$ cat src/rtl/pngc_pkg.sv
`timescale 1ns / 1ps
`default_nettype none

package pngc_pkg;

  // Parser phases, one-hot
  typedef enum logic [5:0] {
    PH_SIG  = 6'b000001,
    PH_LEN  = 6'b000010,
    PH_TYPE = 6'b000100,
    PH_DATA = 6'b001000,
    PH_CRC  = 6'b010000,
    PH_STOP = 6'b100000
  } phase_t;

  // Section codes
  localparam logic [2:0] SEC_SIG  = 3'd0;
  localparam logic [2:0] SEC_LEN  = 3'd1;
  localparam logic [2:0] SEC_TYPE = 3'd2;
  localparam logic [2:0] SEC_DATA = 3'd3;
  localparam logic [2:0] SEC_CRC  = 3'd4;

  // Chunk kinds
  localparam logic [2:0] KIND_OTHER = 3'd0;
  localparam logic [2:0] KIND_IHDR  = 3'd1;
  localparam logic [2:0] KIND_PLTE  = 3'd2;
  localparam logic [2:0] KIND_TRNS  = 3'd3;
  localparam logic [2:0] KIND_IDAT  = 3'd4;
  localparam logic [2:0] KIND_IEND  = 3'd5;

  // Status codes
  localparam logic [2:0] ST_RUNNING  = 3'd0;
  localparam logic [2:0] ST_COMPLETE = 3'd1;
  localparam logic [2:0] ST_BAD_SIG  = 3'd2;
  localparam logic [2:0] ST_BAD_CRC  = 3'd3;
  localparam logic [2:0] ST_DUP      = 3'd4;
  localparam logic [2:0] ST_BAD_FMT  = 3'd5;
  localparam logic [2:0] ST_STOPPED  = 3'd6;

  localparam logic [31:0] CRC_POLY  = 32'hEDB88320;
  localparam logic [31:0] CRC_PRESET = 32'hFFFFFFFF;

  localparam logic [31:0] TYPE_IHDR = 32'h49484452;
  localparam logic [31:0] TYPE_PLTE = 32'h504C5445;
  localparam logic [31:0] TYPE_TRNS = 32'h74524E53;
  localparam logic [31:0] TYPE_IDAT = 32'h49444154;
  localparam logic [31:0] TYPE_IEND = 32'h49454E44;

  // Seen-mark bits
  localparam int unsigned MARK_IHDR = 0;
  localparam int unsigned MARK_PLTE = 1;
  localparam int unsigned MARK_TRNS = 2;

  typedef struct packed {
    logic [2:0] section;
    logic [2:0] kind;
    logic       chunk_end;
    logic [2:0] status;
  } pngc_res_t;

  function automatic logic [7:0] sig_byte(input logic [2:0] idx);
    logic [7:0] v;
    unique case (idx)
      3'd0: v = 8'd137;
      3'd1: v = 8'd80;
      3'd2: v = 8'd78;
      3'd3: v = 8'd71;
      3'd4: v = 8'd13;
      3'd5: v = 8'd10;
      3'd6: v = 8'd26;
      3'd7: v = 8'd10;
      default: v = 8'd0;
    endcase
    return v;
  endfunction

  // One byte of reflected CRC-32, eight bit steps unrolled into XORs
  function automatic logic [31:0] crc_byte(input logic [31:0] c, input logic [7:0] b);
    logic [31:0] r;
    r = c ^ {24'd0, b};
    for (int i = 0; i < 8; i++) begin
      r = {1'b0, r[31:1]} ^ (CRC_POLY & {32{r[0]}});
    end
    return r;
  endfunction

  function automatic logic [2:0] kind_of(input logic [31:0] t);
    logic [2:0] k;
    if (t == TYPE_IHDR) k = KIND_IHDR;
    else if (t == TYPE_PLTE) k = KIND_PLTE;
    else if (t == TYPE_TRNS) k = KIND_TRNS;
    else if (t == TYPE_IDAT) k = KIND_IDAT;
    else if (t == TYPE_IEND) k = KIND_IEND;
    else k = KIND_OTHER;
    return k;
  endfunction

  // depth, color, compression, filter, interlace from the high byte down
  function automatic logic format_ok(input logic [39:0] f);
    logic ok;
    ok = 1'b0;
    if (f[23:0] == 24'd0) begin
      if (f[39:32] == 8'd8) begin
        case (f[31:24]) inside
          8'd0, 8'd2, 8'd3, 8'd4, 8'd6: ok = 1'b1;
          default: ok = 1'b0;
        endcase
      end else if (f[39:32] == 8'd16) begin
        case (f[31:24]) inside
          8'd0, 8'd2, 8'd4, 8'd6: ok = 1'b1;
          default: ok = 1'b0;
        endcase
      end
    end
    return ok;
  endfunction

endpackage

`default_nettype wire

$ cat src/rtl/pngc_parser.sv
`timescale 1ns / 1ps
`default_nettype none

module pngc_parser (
  input  wire logic                clk,
  input  wire logic                rst_n,
  input  wire logic                acc,
  input  wire logic [7:0]          in_byte,
  input  wire logic                start_file,
  output pngc_pkg::pngc_res_t      res
);

  pngc_pkg::phase_t phase_r, phase_nxt, cur_phase;
  logic [31:0] byte_count_r, byte_count_nxt, cur_bc;
  logic [31:0] chunk_length_r, chunk_length_nxt;
  logic [31:0] running_crc_r, running_crc_nxt;
  logic [31:0] stored_crc_r, stored_crc_nxt;
  logic [31:0] type_bytes_r, type_bytes_nxt;
  logic [2:0]  seen_r, seen_nxt, cur_seen;
  logic [39:0] hdr_fmt_r, hdr_fmt_nxt, cur_fmt;
  logic        sig_bad_r, sig_bad_nxt, cur_sig_bad;
  logic [2:0]  mark;
  logic [2:0]  cur_kind;

  // A start mark acts as a clear in front of this byte
  always_comb begin
    cur_phase   = start_file ? pngc_pkg::PH_SIG : phase_r;
    cur_bc      = start_file ? 32'd0 : byte_count_r;
    cur_seen    = start_file ? 3'd0 : seen_r;
    cur_fmt     = start_file ? 40'd0 : hdr_fmt_r;
    cur_sig_bad = start_file ? 1'b0 : sig_bad_r;
    cur_kind    = pngc_pkg::kind_of(type_bytes_r);
  end

  always_comb begin
    phase_nxt        = cur_phase;
    byte_count_nxt   = cur_bc;
    chunk_length_nxt = chunk_length_r;
    running_crc_nxt  = running_crc_r;
    stored_crc_nxt   = stored_crc_r;
    type_bytes_nxt   = type_bytes_r;
    seen_nxt         = cur_seen;
    hdr_fmt_nxt      = cur_fmt;
    sig_bad_nxt      = cur_sig_bad;
    mark             = 3'd0;
    res.section      = pngc_pkg::SEC_SIG;
    res.kind         = pngc_pkg::KIND_OTHER;
    res.chunk_end    = 1'b0;
    res.status       = pngc_pkg::ST_RUNNING;

    unique case (cur_phase)
      pngc_pkg::PH_SIG: begin
        res.section = pngc_pkg::SEC_SIG;
        if (in_byte != pngc_pkg::sig_byte(cur_bc[2:0])) sig_bad_nxt = 1'b1;
        if (cur_bc >= 32'd7) begin
          res.chunk_end  = 1'b1;
          byte_count_nxt = 32'd0;
          if (sig_bad_nxt) begin
            res.status = pngc_pkg::ST_BAD_SIG;
            phase_nxt  = pngc_pkg::PH_STOP;
          end else begin
            phase_nxt = pngc_pkg::PH_LEN;
          end
        end else begin
          byte_count_nxt = cur_bc + 32'd1;
        end
      end
      pngc_pkg::PH_LEN: begin
        res.section      = pngc_pkg::SEC_LEN;
        chunk_length_nxt = {chunk_length_r[23:0], in_byte};
        if (cur_bc >= 32'd3) begin
          byte_count_nxt  = 32'd0;
          type_bytes_nxt  = 32'd0;
          running_crc_nxt = pngc_pkg::CRC_PRESET;
          phase_nxt       = pngc_pkg::PH_TYPE;
        end else begin
          byte_count_nxt = cur_bc + 32'd1;
        end
      end
      pngc_pkg::PH_TYPE: begin
        res.section     = pngc_pkg::SEC_TYPE;
        type_bytes_nxt  = {type_bytes_r[23:0], in_byte};
        running_crc_nxt = pngc_pkg::crc_byte(running_crc_r, in_byte);
        res.kind        = pngc_pkg::kind_of(type_bytes_nxt);
        if (cur_bc >= 32'd3) begin
          byte_count_nxt = 32'd0;
          stored_crc_nxt = 32'd0;
          phase_nxt = (chunk_length_r == 32'd0) ? pngc_pkg::PH_CRC : pngc_pkg::PH_DATA;
        end else begin
          byte_count_nxt = cur_bc + 32'd1;
        end
      end
      pngc_pkg::PH_DATA: begin
        res.section     = pngc_pkg::SEC_DATA;
        res.kind        = cur_kind;
        running_crc_nxt = pngc_pkg::crc_byte(running_crc_r, in_byte);
        // IHDR data bytes 8..12 hold the format fields, first IHDR only
        if (cur_kind == pngc_pkg::KIND_IHDR && !cur_seen[pngc_pkg::MARK_IHDR] &&
            cur_bc[31:4] == 28'd0) begin
          case (cur_bc[3:0])
            4'd8:  hdr_fmt_nxt[39:32] = in_byte;
            4'd9:  hdr_fmt_nxt[31:24] = in_byte;
            4'd10: hdr_fmt_nxt[23:16] = in_byte;
            4'd11: hdr_fmt_nxt[15:8]  = in_byte;
            4'd12: hdr_fmt_nxt[7:0]   = in_byte;
            default: hdr_fmt_nxt = cur_fmt;
          endcase
        end
        if (cur_bc >= chunk_length_r - 32'd1) begin
          byte_count_nxt = 32'd0;
          phase_nxt      = pngc_pkg::PH_CRC;
        end else begin
          byte_count_nxt = cur_bc + 32'd1;
        end
      end
      pngc_pkg::PH_CRC: begin
        res.section    = pngc_pkg::SEC_CRC;
        res.kind       = cur_kind;
        stored_crc_nxt = {stored_crc_r[23:0], in_byte};
        if (cur_bc >= 32'd3) begin
          res.chunk_end    = 1'b1;
          byte_count_nxt   = 32'd0;
          chunk_length_nxt = 32'd0;
          case (cur_kind)
            pngc_pkg::KIND_IHDR: mark = 3'b001;
            pngc_pkg::KIND_PLTE: mark = 3'b010;
            pngc_pkg::KIND_TRNS: mark = 3'b100;
            default:             mark = 3'b000;
          endcase
          if ((running_crc_r ^ pngc_pkg::CRC_PRESET) != stored_crc_nxt)
            res.status = pngc_pkg::ST_BAD_CRC;
          else if ((cur_seen & mark) != 3'd0)
            res.status = pngc_pkg::ST_DUP;
          else if (cur_kind == pngc_pkg::KIND_IDAT &&
                   (!cur_seen[pngc_pkg::MARK_IHDR] || !pngc_pkg::format_ok(cur_fmt)))
            res.status = pngc_pkg::ST_BAD_FMT;
          else if (cur_kind == pngc_pkg::KIND_IEND)
            res.status = pngc_pkg::ST_COMPLETE;
          if (res.status != pngc_pkg::ST_RUNNING) begin
            phase_nxt = pngc_pkg::PH_STOP;
          end else begin
            seen_nxt  = cur_seen | mark;
            phase_nxt = pngc_pkg::PH_LEN;
          end
        end else begin
          byte_count_nxt = cur_bc + 32'd1;
        end
      end
      default: begin
        res.status = pngc_pkg::ST_STOPPED;
      end
    endcase
  end

  always_ff @(posedge clk) begin
    if (!rst_n) begin
      phase_r <= pngc_pkg::PH_STOP;
    end else if (acc) begin
      phase_r <= phase_nxt;
    end
  end

  always_ff @(posedge clk) begin
    if (acc) begin
      byte_count_r   <= byte_count_nxt;
      chunk_length_r <= chunk_length_nxt;
      running_crc_r  <= running_crc_nxt;
      stored_crc_r   <= stored_crc_nxt;
      type_bytes_r   <= type_bytes_nxt;
      seen_r         <= seen_nxt;
      hdr_fmt_r      <= hdr_fmt_nxt;
      sig_bad_r      <= sig_bad_nxt;
    end
  end

  a_verdict_stops: assert property (@(posedge clk) disable iff (!rst_n)
    acc && res.status != pngc_pkg::ST_RUNNING && res.status != pngc_pkg::ST_STOPPED
    |=> phase_r == pngc_pkg::PH_STOP)
    else $error("verdict did not stop the parser");

  a_clean_end_next_len: assert property (@(posedge clk) disable iff (!rst_n)
    acc && res.chunk_end && res.status == pngc_pkg::ST_RUNNING
    |=> phase_r == pngc_pkg::PH_LEN)
    else $error("clean chunk end did not return to length");

  a_sig_count_range: assert property (@(posedge clk) disable iff (!rst_n)
    phase_r == pngc_pkg::PH_SIG |-> byte_count_r < 32'd8)
    else $error("signature byte count out of range");

endmodule

`default_nettype wire

$ cat config.mk
export PLATFORM = sky130hd
export DESIGN_NAME = pngc_parser
export DESIGN_NICKNAME = d
export VERILOG_FILES = /design/src/rtl/pngc_pkg.sv /design/src/rtl/pngc_parser.sv
export SDC_FILE = /design/constraint.sdc
export NUM_CORES = 1
export LEC_CHECK = 0
export BUFFER_PORTS_ARGS = -buffer_cell sky130_fd_sc_hd__buf_4
export CELL_PAD_IN_SITES_DETAIL_PLACEMENT = 0
export CELL_PAD_IN_SITES_GLOBAL_PLACEMENT = 1
export CORE_AREA = 2 2 180 182
export CTS_BUF_LIST = sky130_fd_sc_hd__clkbuf_2 sky130_fd_sc_hd__clkbuf_4 sky130_fd_sc_hd__clkbuf_8
export CTS_CLUSTER_SIZE = 14
export DETAILED_ROUTE_END_ITERATION = 12
export DIE_AREA = 0 0 182 184
export PLACE_DENSITY_LB_ADDON = 0.1
export SYNTH_ARGS = -nofsm -noshare
export SYNTH_HDL_FRONTEND = slang
export SYNTH_SLANG_ARGS = --single-unit
$ cat constraint.sdc
create_clock -name clk -period 5.4 [get_ports clk]
set_input_delay 0.54 -clock clk [delete_from_list [all_inputs] [get_ports clk]]
set_output_delay 0.54 -clock clk [all_outputs]
set_load 0.01 [all_outputs]
## Word-level counts from Yosys, hierarchy flattened

Memories as Yosys holds them, arrays and structs flattened.
Cells that the tools add are included.

- Output and inout bits: 10
- Bits in registers: 202
- Input bits: 12
- Memory bits (read-only): 56
- Latch bits: 0
- Logic and storage cells: 162
- Memories: 1
- Memory bits (writable): 0

- Multiplexer cells: 73
- Add/sub/neg operators: 2
- $mul: 0
- Bitwise gates (word level): 12
- Equality and inequality tests: 36
- Shift operators: 0
- $lt $le $gt $ge: 3
- Reductions and logical operators: 26
- Divide/modulo/power cells: 0

Memory list:

| memory | depth | bits a word | rd ports | clocked after Yosys merged registers in | wr ports | line | text |
|---|---|---|---|---|---|---|---|
| (no name shown) | 8 | 7 | 1 | 0 | 0 | pngc_pkg.sv:63 | `unique case (idx)` |

Operators by type and width:

| cell | number |
|---|---|
| $eq 32x31->1 const B | 10 |
| $xor 31x32->32 | 8 |
| $mux 32 | 6 |
| $pmux 32 s2 | 3 |
| $mux 40 | 3 |
| $pmux 32 s3 | 1 |
| $mux 3 | 21 |
| $mux 6 | 8 |
| $mux 8 | 6 |
| $pmux 24 s2 | 1 |
| $add 32x1->32 const B | 1 |
| $ge 32x2->1 const B | 1 |
| $ge 32x3->1 const B | 1 |
| $ge 32x32->1 | 1 |
| $logic_not 32->1 | 1 |
| $ne 32x32->1 | 1 |
| $not 32->32 | 1 |
| $sub 32x1->32 const B | 1 |
| $xor 32x8->32 | 1 |
| $pmux 6 s5 | 1 |
| $logic_not 28->1 | 1 |
| $logic_not 24->1 | 1 |
| $eq 4x4->1 const B | 5 |
| $pmux 3 s3 | 2 |
| other kinds (34) | 66 |

## Depth between registers and ports, before layout

Gate-level depths: netlist of run 1.

- Depth after elaboration: 28
- Mapped depth: 16
- Depth with buffers taken out: 15

## Worst setup path before layout of run 1

OpenSTA, ideal clock, no wires.

- Path kind: input port to flip-flop
- Start: in start_file
- End: reg chunk_length_r[0], enable pin
- Stages on the path: 10
- Required time: 4.968 ns
- Slack: 1.248 ns
- Data arrival time: 3.720 ns
- Buffers on the path: 2
- Library setup time: 0.432 ns
- Path through: inv_1 > clkbuf_1 > nand2_1 > inv_1 > ha_1 > or3_1 > o32a_1 > clkbuf_1 > nand2_1 > a21oi_1

- Cells in the longest elaborated chain, start to end: 4
- Elaborated cells between the ends (all ways): 8
- Classes of those cells: 1 x order compare; 3 x eq/ne; 2 x mux; 2 x reduce/logical

RTL lines:

| item | line | text |
|---|---|---|
| from (decl) | pngc_parser.sv:9 | `input wire logic start_file,` |
| $mux 32 / $mux 6 (equally long branches) | pngc_parser.sv:28, pngc_parser.sv:27 |  |
| $ge 32x2->1, or another cell as far along | pngc_parser.sv:120 | `if (cur_bc >= 32'd3) begin` |
| $ne 2x2->1 (no line) / $reduce_bool 2->1 (equally long branches) | - |  |
| $reduce_and 3->1 (no line) * | - |  |
| to (signal assigned) | pngc_parser.sv:166 | `chunk_length_r <= chunk_length_nxt;` |
| to (decl) | pngc_parser.sv:15 | `logic [31:0] chunk_length_r, chunk_length_nxt;` |

Every way passes the cells marked *; elsewhere a longest branch is shown, timed or not.
A chain may end at the register's enable or synchronous reset.

## Worst setup path in the final report of run 1

- Start: reg chunk_length_r[3]
- End: reg byte_count_r[4], data pin

- Cells in the longest elaborated chain, start to end: 4

RTL lines:

| item | line | text |
|---|---|---|
| $sub 32x1->32 | pngc_parser.sv:109 | `if (cur_bc >= chunk_length_r - 32'd1) begin` |
| $ge 32x32->1 | pngc_parser.sv:109 |  |
| $mux 32 | pngc_parser.sv:109 |  |
| $pmux 32 s3 | pngc_parser.sv:51 | `unique case (cur_phase)` |
| named net byte_count_nxt[4] | pngc_parser.sv:14 | `logic [31:0] byte_count_r, byte_count_nxt, cur_bc;` |
| to (signal assigned) | pngc_parser.sv:165 | `byte_count_r <= byte_count_nxt;` |
| to (decl) | pngc_parser.sv:14 |  |

The timed path passes the listed nets, and every way through them passes these cells.

==> impl_summary.log, run 1 <==
INFO  metric netlist_top_cells_count = sky130_fd_sc_hd__edfxtp_1 (196), sky130_fd_sc_hd__nand2_1 (111), sky130_fd_sc_hd__and2_1 (98), sky130_fd_sc_hd__xnor2_1 (90), sky130_fd_sc_hd__nor2_1 (82)
INFO  metric worst_clock_skew = 25.07 ps
INFO  metric grt_start_max_net_pins = 52
INFO  metric post_drt_wl_per_cell = 20.59 µm
INFO  metric dr_total_vias = 8936
INFO  metric worst-endpoint-required = 5760 ps
INFO  metric proportion_of_layout_cells_with_a_drive_suffix_above_1 = 0.1017
INFO  metric drv.max_cap_violation_count = 0
INFO  metric final_period_minus_worst_setup_slack = 4503 ps
INFO  metric min_path_type = in2reg
INFO  metric timing.setup.tns = 0 ps
INFO  metric p_leak = 4.888 nW
INFO  metric critPathMaxFanout = 21
INFO  metric timing.max_slew.rel_slack = 0.2921
INFO  metric cts_tree = built
INFO  metric ff_latch_count_synth = 202
INFO  metric synth_top_family_by_area = simple AND/OR/NAND/NOR gates
INFO  metric nNetsFinal = 1268
INFO  metric die_boundary_width = 182 µm
INFO  metric postCtsResizedCells = 0
INFO  metric synthArstFlopShare = 0
INFO  metric core_region_area = 31390 µm²
INFO  metric max-clock-path-buffers = 3
INFO  metric antenna_left = 0
INFO  metric fin_area = 13770 µm²
INFO  metric die_area = 33490 µm²
INFO  metric number_of_enable_flip_flop_cells_after_synthesis = 196
INFO  metric worstSetupPathType = reg2reg
INFO  metric initial_core_util = 0.3970
INFO  metric drt_iter0_drc = 739
INFO  metric fillCellCount = 3035
INFO  metric routed_wirelength = 33.80 mm
INFO  metric cts.reportedPaths.clkPinSlew = 60 ps
INFO  metric dp.final_hpwl = 23.63 mm
INFO  metric final_core_utilization = 0.4385
INFO  metric mappedNetlistArea = 12460 µm²
INFO  metric setup.worst_path.start_class = flop
INFO  metric syn_nets = 1243
INFO  metric synth_area_per_cell = 10.46 µm²
INFO  metric drt-pass1-iter-count = 5
INFO  metric post-synth-top-area-fraction = 0.4723
INFO  metric worst-slew-pin-transition = 1057 ps
INFO  metric yosysWarnings = 0
INFO  metric viasPerCell = 5.445
INFO  metric grt_first_pass_wirelength = 52.99 mm
INFO  metric post_synth_main_area_contributors = sky130_fd_sc_hd__edfxtp_1 (47%), sky130_fd_sc_hd__xnor2_1 (6.3%), sky130_fd_sc_hd__and2_1 (4.9%)
INFO  metric finalHoldViolations = 0
INFO  metric complex_gate_fraction_of_the_synthesized_area = 0.07932
INFO  metric grt_setup_unrepaired = false
INFO  metric post_cts_setup_driven_buffer_insertion_count = 0
INFO  metric antennaDiodeCount = 0
INFO  metric yosys.cell_count.top_type = sky130_fd_sc_hd__edfxtp_1
INFO  metric synth-xor-area-share = 0.1136
INFO  metric boundaryPins = 22
INFO  metric timing_max_transition_violations_final = 0
INFO  metric depth_of_the_cts_h_tree = 2
INFO  metric grt_pass1_vias = 8992
INFO  metric core.rowCount = 65
INFO  metric cp_cell_sequence = or4_1, nor3_2, nand2_1, nor2_1, nand2_1, nor4_1, xnor2_1, ha_1, a21oi_1, o21ai_0, a21oi_1, o21ai_0, o31ai_4, nor2_2, buf_4, o31ai_1
INFO  metric yosys_most_used_dff = sky130_fd_sc_hd__edfxtp_1
INFO  metric cp_top_family = simple AND/OR/NAND/NOR gates
INFO  metric crit_slowest_cell = sky130_fd_sc_hd__or4_1
INFO  metric vdd_ir_drop_max = 168.0 µV
INFO  metric dieHeight = 184 µm
INFO  metric layout_worst_path_cycle_share = 0.8338
INFO  metric cts_hold_buf = 0
INFO  metric yosys_cell_types = 75
INFO  metric status = completed
INFO  metric post_synthesis_sequential_area_ratio = 0.4819
INFO  metric kind_of_end_point_of_the_critical_path = flop
INFO  metric area_growth_syn_to_layout = 10.46%
INFO  metric clock_tree.root_cell = sky130_fd_sc_hd__clkbuf_8
INFO  metric worstPathArrival = 4860 ps
INFO  metric global_route.usage.total = 0.2045
INFO  metric pwr_density_cell = 258.2 nW/µm²
INFO  metric synthSimpleGateAreaFrac = 0.2564
INFO  metric critical_path.n_buffers_inverters = 1
INFO  metric globalRoute.totalOverflow = 0
INFO  metric dpl_cell_area = 13060 µm²
INFO  metric synthMuxAreaShare = 0.002510
INFO  metric achievable_frequency = 222.1 MHz
INFO  metric synthAdderAreaFrac = 0.04016
INFO  metric numPortBuffers = 21
INFO  metric area_leader_netlist = sky130_fd_sc_hd__edfxtp_1
INFO  metric netlist_instances = 1191
INFO  metric gpl.final_weighted_congestion = 0.8210
INFO  metric grt_antenna_before_repair = 0
INFO  metric clkLatencyLatePin = 540 ps
INFO  metric max_stage_delay = 600 ps
INFO  metric cts_made_buffers = 38
INFO  metric remaining_drcs = 0
INFO  metric clkSinkCount = 202
INFO  metric setup-violations-final = 0
## cell type report
| class | count | area, µm² | area share |
|---|---|---|---|
| clock buffer | 50 | 619.3 | 0.04499 |
| sequential | 202 | 6006 | 0.4363 |
| tap | 402 | 503.0 | 0.03654 |
| multi-input combinational | 910 | 6161 | 0.4476 |
| clock inverter | 13 | 86.33 | 0.006272 |
| timing repair buffer | 40 | 300.3 | 0.02181 |
| inverter | 24 | 90.09 | 0.006544 |
## final timing paths
path                                                 startpoint                        endpoint  slack [ps]  depth (start not counted)
worst max-delay path            chunk_length_r[3]$_SDFFCE_PP0P_       byte_count_r[4]$_DFFE_PP_         900                         16
worst min-delay path                                      rst_n         phase_r[1]$_SDFFE_PN0P_         270                          3
worst max register to register  chunk_length_r[3]$_SDFFCE_PP0P_       byte_count_r[4]$_DFFE_PP_         900                         16
worst min register to register    stored_crc_r[9]$_SDFFCE_PN0P_  stored_crc_r[17]$_SDFFCE_PN0P_         570                          1
## metal layers
metal	vias to the layer above	GRT usage	share of wire	routed length [µm]
li1	4373	-	-	-
met1	4352	0.2922	0.50	16770
met2	168	0.3289	0.45	15230
met3	43	0.02932	0.036	1210
met4	0	0.04839	0.017	582
met5	-	0	0	0
## cell families after synthesis
kind of cell	Yosys count
AO/OA/AOI/OAI	147
XOR/XNOR	159
adder cells (fa/ha/maj)	40
buffers and inverters	79
flip-flops	202
multiplexers	3
AND/OR/NAND/NOR	561
## tightest hold or removal path: cells and delay by family
family	cells	cell delay [ps]
AO/OA/AOI/OAI	1	30
buffers and inverters	1	140
AND/OR/NAND/NOR	1	60
## registers in the layout, indices dropped and copies added (netlist names)
signal / flops
hdr_fmt_r: 40
byte_count_r: 32
chunk_length_r: 32
running_crc_r: 32
type_bytes_r: 32
stored_crc_r: 24
phase_r: 6
seen_r: 3
sig_bad_r: 1
## stage by stage
stage | instances | power [mW] | hold slack (ps) | worst slack, ps
final | 1641 | 3.555 | 274.9 | 897.4
after global routing | 1641 | 3.707 | 266.2 | 523.3
after CTS | 1641 | 3.600 | 246.6 | 855.9
after detailed placement | 1578 | 2.145 | 567.5 | 870.0
after global placement | 1578 | 2.144 | 556.6 | 953.2
after floorplan | 1191 | 2.030 | 530.6 | 1248
## layout by cell type, fill, tap and decap left out, drive strengths merged, types with 3 or more instances in the layout
cell type and count:
a21oi 31, ha 40, o21ai 35, nor4b 10, nand2b 11, and4 3
nand4 36, nand2 111, xor2 67, clkinv 10, and2 98, o211ai 4
xnor2 92, a211oi 3, o41ai 3, or4 7, nand3b 4, a31oi 5
edfxtp 196, buf 40, clkbuf 50, nor2b 34, nor4 39, nand3 24
dfxtp 6, nand4b 4, nor4bb 6, o32ai 3, inv 26, and3 11
nor3 26, or4b 5, o31ai 8, nor3b 32, a21o 34, or3 10
nor2 85
## power breakdown
| part | leakage, nW | internal, mW | total (mW) | switching, mW |
|---|---|---|---|---|
| registers | 1.95 | 1.75 | 1.78 | 0.0331 |
| logic | 2.57 | 0.128 | 0.328 | 0.201 |
| clock network | 0.372 | 0.791 | 1.44 | 0.651 |
Power figures use the tool's default switching activity.
==> run 2: changes to the inputs <==
==> constraint.sdc (replaced) <==
create_clock -name clk -period 4.45 [get_ports clk]
set_input_delay 0.445 -clock clk [delete_from_list [all_inputs] [get_ports clk]]
set_output_delay 0.445 -clock clk [all_outputs]
set_load 0.01 [all_outputs]
==> run 2 against run 1 <==
Compared with the run above:
- critical path depth did not move
- count of clock-buffer cells in the layout increased by 9
- clock power rose by 26%
- worst hold slack lost 77 ps
- clock skew shrank 16 ps
- largest cell class unchanged
==> impl_summary.log, run 2 (synthesized netlist as in run 1, its figures left out) <==
INFO  metric status = completed (unchanged)
INFO  metric final_critical_path_setup_slack = 228.2 ps (was 897.4 ps)
INFO  metric achievable_frequency = 236.9 MHz (was 222.1 MHz)
INFO  metric setup.worst_path.start_class = flop (unchanged)
INFO  metric proportion_of_layout_cells_with_a_drive_suffix_above_1 = 0.1248 (was 0.1017)
INFO  metric grt_first_pass_wirelength = 52.67 mm (was 52.99 mm)
INFO  metric clkSinkCount = 202 (unchanged)
INFO  metric worst-endpoint-required = 4800 ps (was 5760 ps)
INFO  metric antenna_left = 0 (unchanged)
INFO  metric clkLatencyLatePin = 530 ps (was 540 ps)
INFO  metric cts_made_buffers = 38 (unchanged)
INFO  metric worstPathArrival = 4580 ps (was 4860 ps)
INFO  metric timing.setup.tns = 0 ps (unchanged)
INFO  metric dr_total_vias = 9016 (was 8936)
INFO  metric remaining_drcs = 0 (unchanged)
INFO  metric drt-pass1-iter-count = 5 (unchanged)
INFO  metric grt_start_max_net_pins = 46 (was 52)
INFO  metric layout_worst_path_cycle_share = 0.9487 (was 0.8338)
INFO  metric core.rowCount = 65 (unchanged)
INFO  metric routed_wirelength = 33.90 mm (was 33.80 mm)
INFO  metric dieHeight = 184 µm (unchanged)
INFO  metric post_drt_wl_per_cell = 20.42 µm (was 20.59 µm)
INFO  metric cts_hold_buf = 0 (unchanged)
INFO  metric gpl.final_weighted_congestion = 0.8598 (was 0.8210)
INFO  metric boundaryPins = 22 (unchanged)
INFO  metric fillCellCount = 3052 (was 3035)
INFO  metric min_path_type = in2reg (unchanged)
INFO  metric antennaDiodeCount = 0 (unchanged)
INFO  metric p_leak = 5.020 nW (was 4.888 nW)
INFO  metric depth_of_the_cts_h_tree = 2 (unchanged)
INFO  metric die_boundary_width = 182 µm (unchanged)
INFO  metric nNetsFinal = 1285 (was 1268)
INFO  metric pwr_density_cell = 312.9 nW/µm² (was 258.2 nW/µm²)
INFO  metric final_common_cell = sky130_fd_sc_hd__edfxtp_1 (unchanged)
INFO  metric worst_clock_skew = 9.150 ps (was 25.07 ps)
INFO  metric drv.max_cap_violation_count = 0 (unchanged)
INFO  metric die_area = 33490 µm² (unchanged)
INFO  metric final_period_minus_worst_setup_slack = 4222 ps (was 4503 ps)
INFO  metric globalRoute.totalOverflow = 0 (unchanged)
INFO  metric largest_register_ff_count = 40 (unchanged)
INFO  metric viasPerCell = 5.431 (was 5.445)
INFO  metric total_power = 4.373 mW (was 3.555 mW)
INFO  metric grt_pass1_vias = 8819 (was 8992)
INFO  metric finalHoldViolations = 0 (unchanged)
INFO  metric cp_top_family = simple AND/OR/NAND/NOR gates (unchanged)
INFO  metric timing.max_slew.rel_slack = 0.3203 (was 0.2921)
INFO  metric numPortBuffers = 21 (unchanged)
INFO  metric max_stage_delay = 580 ps (was 600 ps)
INFO  metric mostFrequentLayoutCells = sky130_fd_sc_hd__edfxtp_1 (196), sky130_fd_sc_hd__nand2_1 (110), sky130_fd_sc_hd__and2_1 (98), sky130_fd_sc_hd__xnor2_1 (90), sky130_fd_sc_hd__nor2_1 (78) (was sky130_fd_sc_hd__edfxtp_1 (196), sky130_fd_sc_hd__nand2_1 (111), sky130_fd_sc_hd__and2_1 (98), sky130_fd_sc_hd__xnor2_1 (90), sky130_fd_sc_hd__nor2_1 (79))
INFO  metric cp_cell_sequence = or4_4, or4_4, nor2_2, nand2_4, nor3_1, xnor2_1, ha_1, a21oi_1, o21ai_0, a21oi_1, o21ai_0, buf_4, o31ai_4, nor2_2, buf_4, o31ai_1 (was or4_1, nor3_2, nand2_1, nor2_1, nand2_1, nor4_1, xnor2_1, ha_1, a21oi_1, o21ai_0, a21oi_1, o21ai_0, o31ai_4, nor2_2, buf_4, o31ai_1)
INFO  metric dpl_worst_slack = -49.52 ps (was 870.0 ps)
INFO  metric drt_iter0_drc = 730 (was 739)
INFO  metric kind_of_end_point_of_the_critical_path = flop (unchanged)
INFO  metric area_growth_syn_to_layout = 12.13% (was 10.46%)
INFO  metric worst-slew-pin-transition = 1015 ps (was 1057 ps)
INFO  metric grt_antenna_before_repair = 0 (unchanged)
INFO  metric timing_max_transition_violations_final = 0 (unchanged)
INFO  metric critPathMaxFanout = 9 (was 21)
INFO  metric clock_tree.root_cell = sky130_fd_sc_hd__clkbuf_8 (unchanged)
INFO  metric initial_core_util = 0.3970 (unchanged)
INFO  metric worstSetupPathType = reg2reg (unchanged)
INFO  metric max-clock-path-buffers = 3 (unchanged)
INFO  metric crit_slowest_cell = sky130_fd_sc_hd__or4_4 (was sky130_fd_sc_hd__or4_1)
INFO  metric cts.reportedPaths.clkPinSlew = 60 ps (about the same)
INFO  metric critical_path.n_buffers_inverters = 2 (was 1)
INFO  metric max_flop_register = hdr_fmt_r (unchanged)
INFO  metric dp.final_hpwl = 23.89 mm (was 23.63 mm)
INFO  metric cts_tree = built (unchanged)
INFO  metric vdd_ir_drop_max = 215.1 µV (was 168.0 µV)
INFO  metric global_route.usage.total = 0.2040 (was 0.2045)
INFO  metric setup-violations-final = 0 (unchanged)
INFO  metric core_region_area = 31390 µm² (unchanged)
==> run 2: worst min-delay path, cell delays in order <==
cell and delay [ps]:
sky130_fd_sc_hd__buf_4 140, sky130_fd_sc_hd__nand2_1 60, sky130_fd_sc_hd__a41oi_1 30
==> run 2: power by group <==
group	switching, mW	internal [mW]	total (mW)
Sequential	0.0413	2.12	2.17
Clock	0.798	1.01	1.81
Combinational	0.240	0.158	0.398
Total	1.08	3.29	4.37
==> run 2: cell type report <==
class                           instances  area [µm²]  share of cell area
Multi-Input combinational cell        910        6205              0.4440
Sequential cell                       202        6006              0.4298
Clock buffer                           59       711.9             0.05095
Tap cell                              402       503.0             0.03600
Timing Repair Buffer                   57       427.9             0.03062
Inverter                               24       90.09            0.006447
Clock inverter                          6       30.03            0.002149
==> run 2: stage by stage <==
step           area [µm²]  utilization  instances  hold WS (ps)
3_3_place_gp        13180       0.4198       1594         555.3
6_report            13970       0.4451       1660         197.6
2_1_floorplan       12460            -       1191         530.6
5_1_grt             13970       0.4451       1660         188.1
4_1_cts             13930       0.4437       1659         165.2
3_5_place_dp        13180       0.4198       1594         558.4
==> run 2: timing repair <==
action                     4_1_cts  5_1_grt
resized for setup                1        7
setup buffers                    0        1
hold endpoints to repair         0        0
pin swaps                        0        2
gates cloned                     0        0
setup endpoints to repair        8       33
==> run 2: routing by layer <==
metal / wire (µm) / part of all wire / track usage
met2: 15050 / 0.44 / 0.3171
met4: 657 / 0.019 / 0.05226
met3: 1477 / 0.044 / 0.02872
met5: 0 / 0 / 0
met1: 16720 / 0.49 / 0.2992
==> run 2: worst paths after layout <==
path,from,slack [ps],depth (start not counted),end
hold reg to reg,stored_crc_r[1]$_SDFFCE_PN0P_,570,1,stored_crc_r[9]$_SDFFCE_PN0P_
setup reg to reg,chunk_length_r[11]$_SDFFCE_PP0P_,230,16,byte_count_r[4]$_DFFE_PP_
hold / removal,rst_n,200,3,phase_r[4]$_SDFFE_PN0P_
setup / recovery,chunk_length_r[11]$_SDFFCE_PP0P_,230,16,byte_count_r[4]$_DFFE_PP_
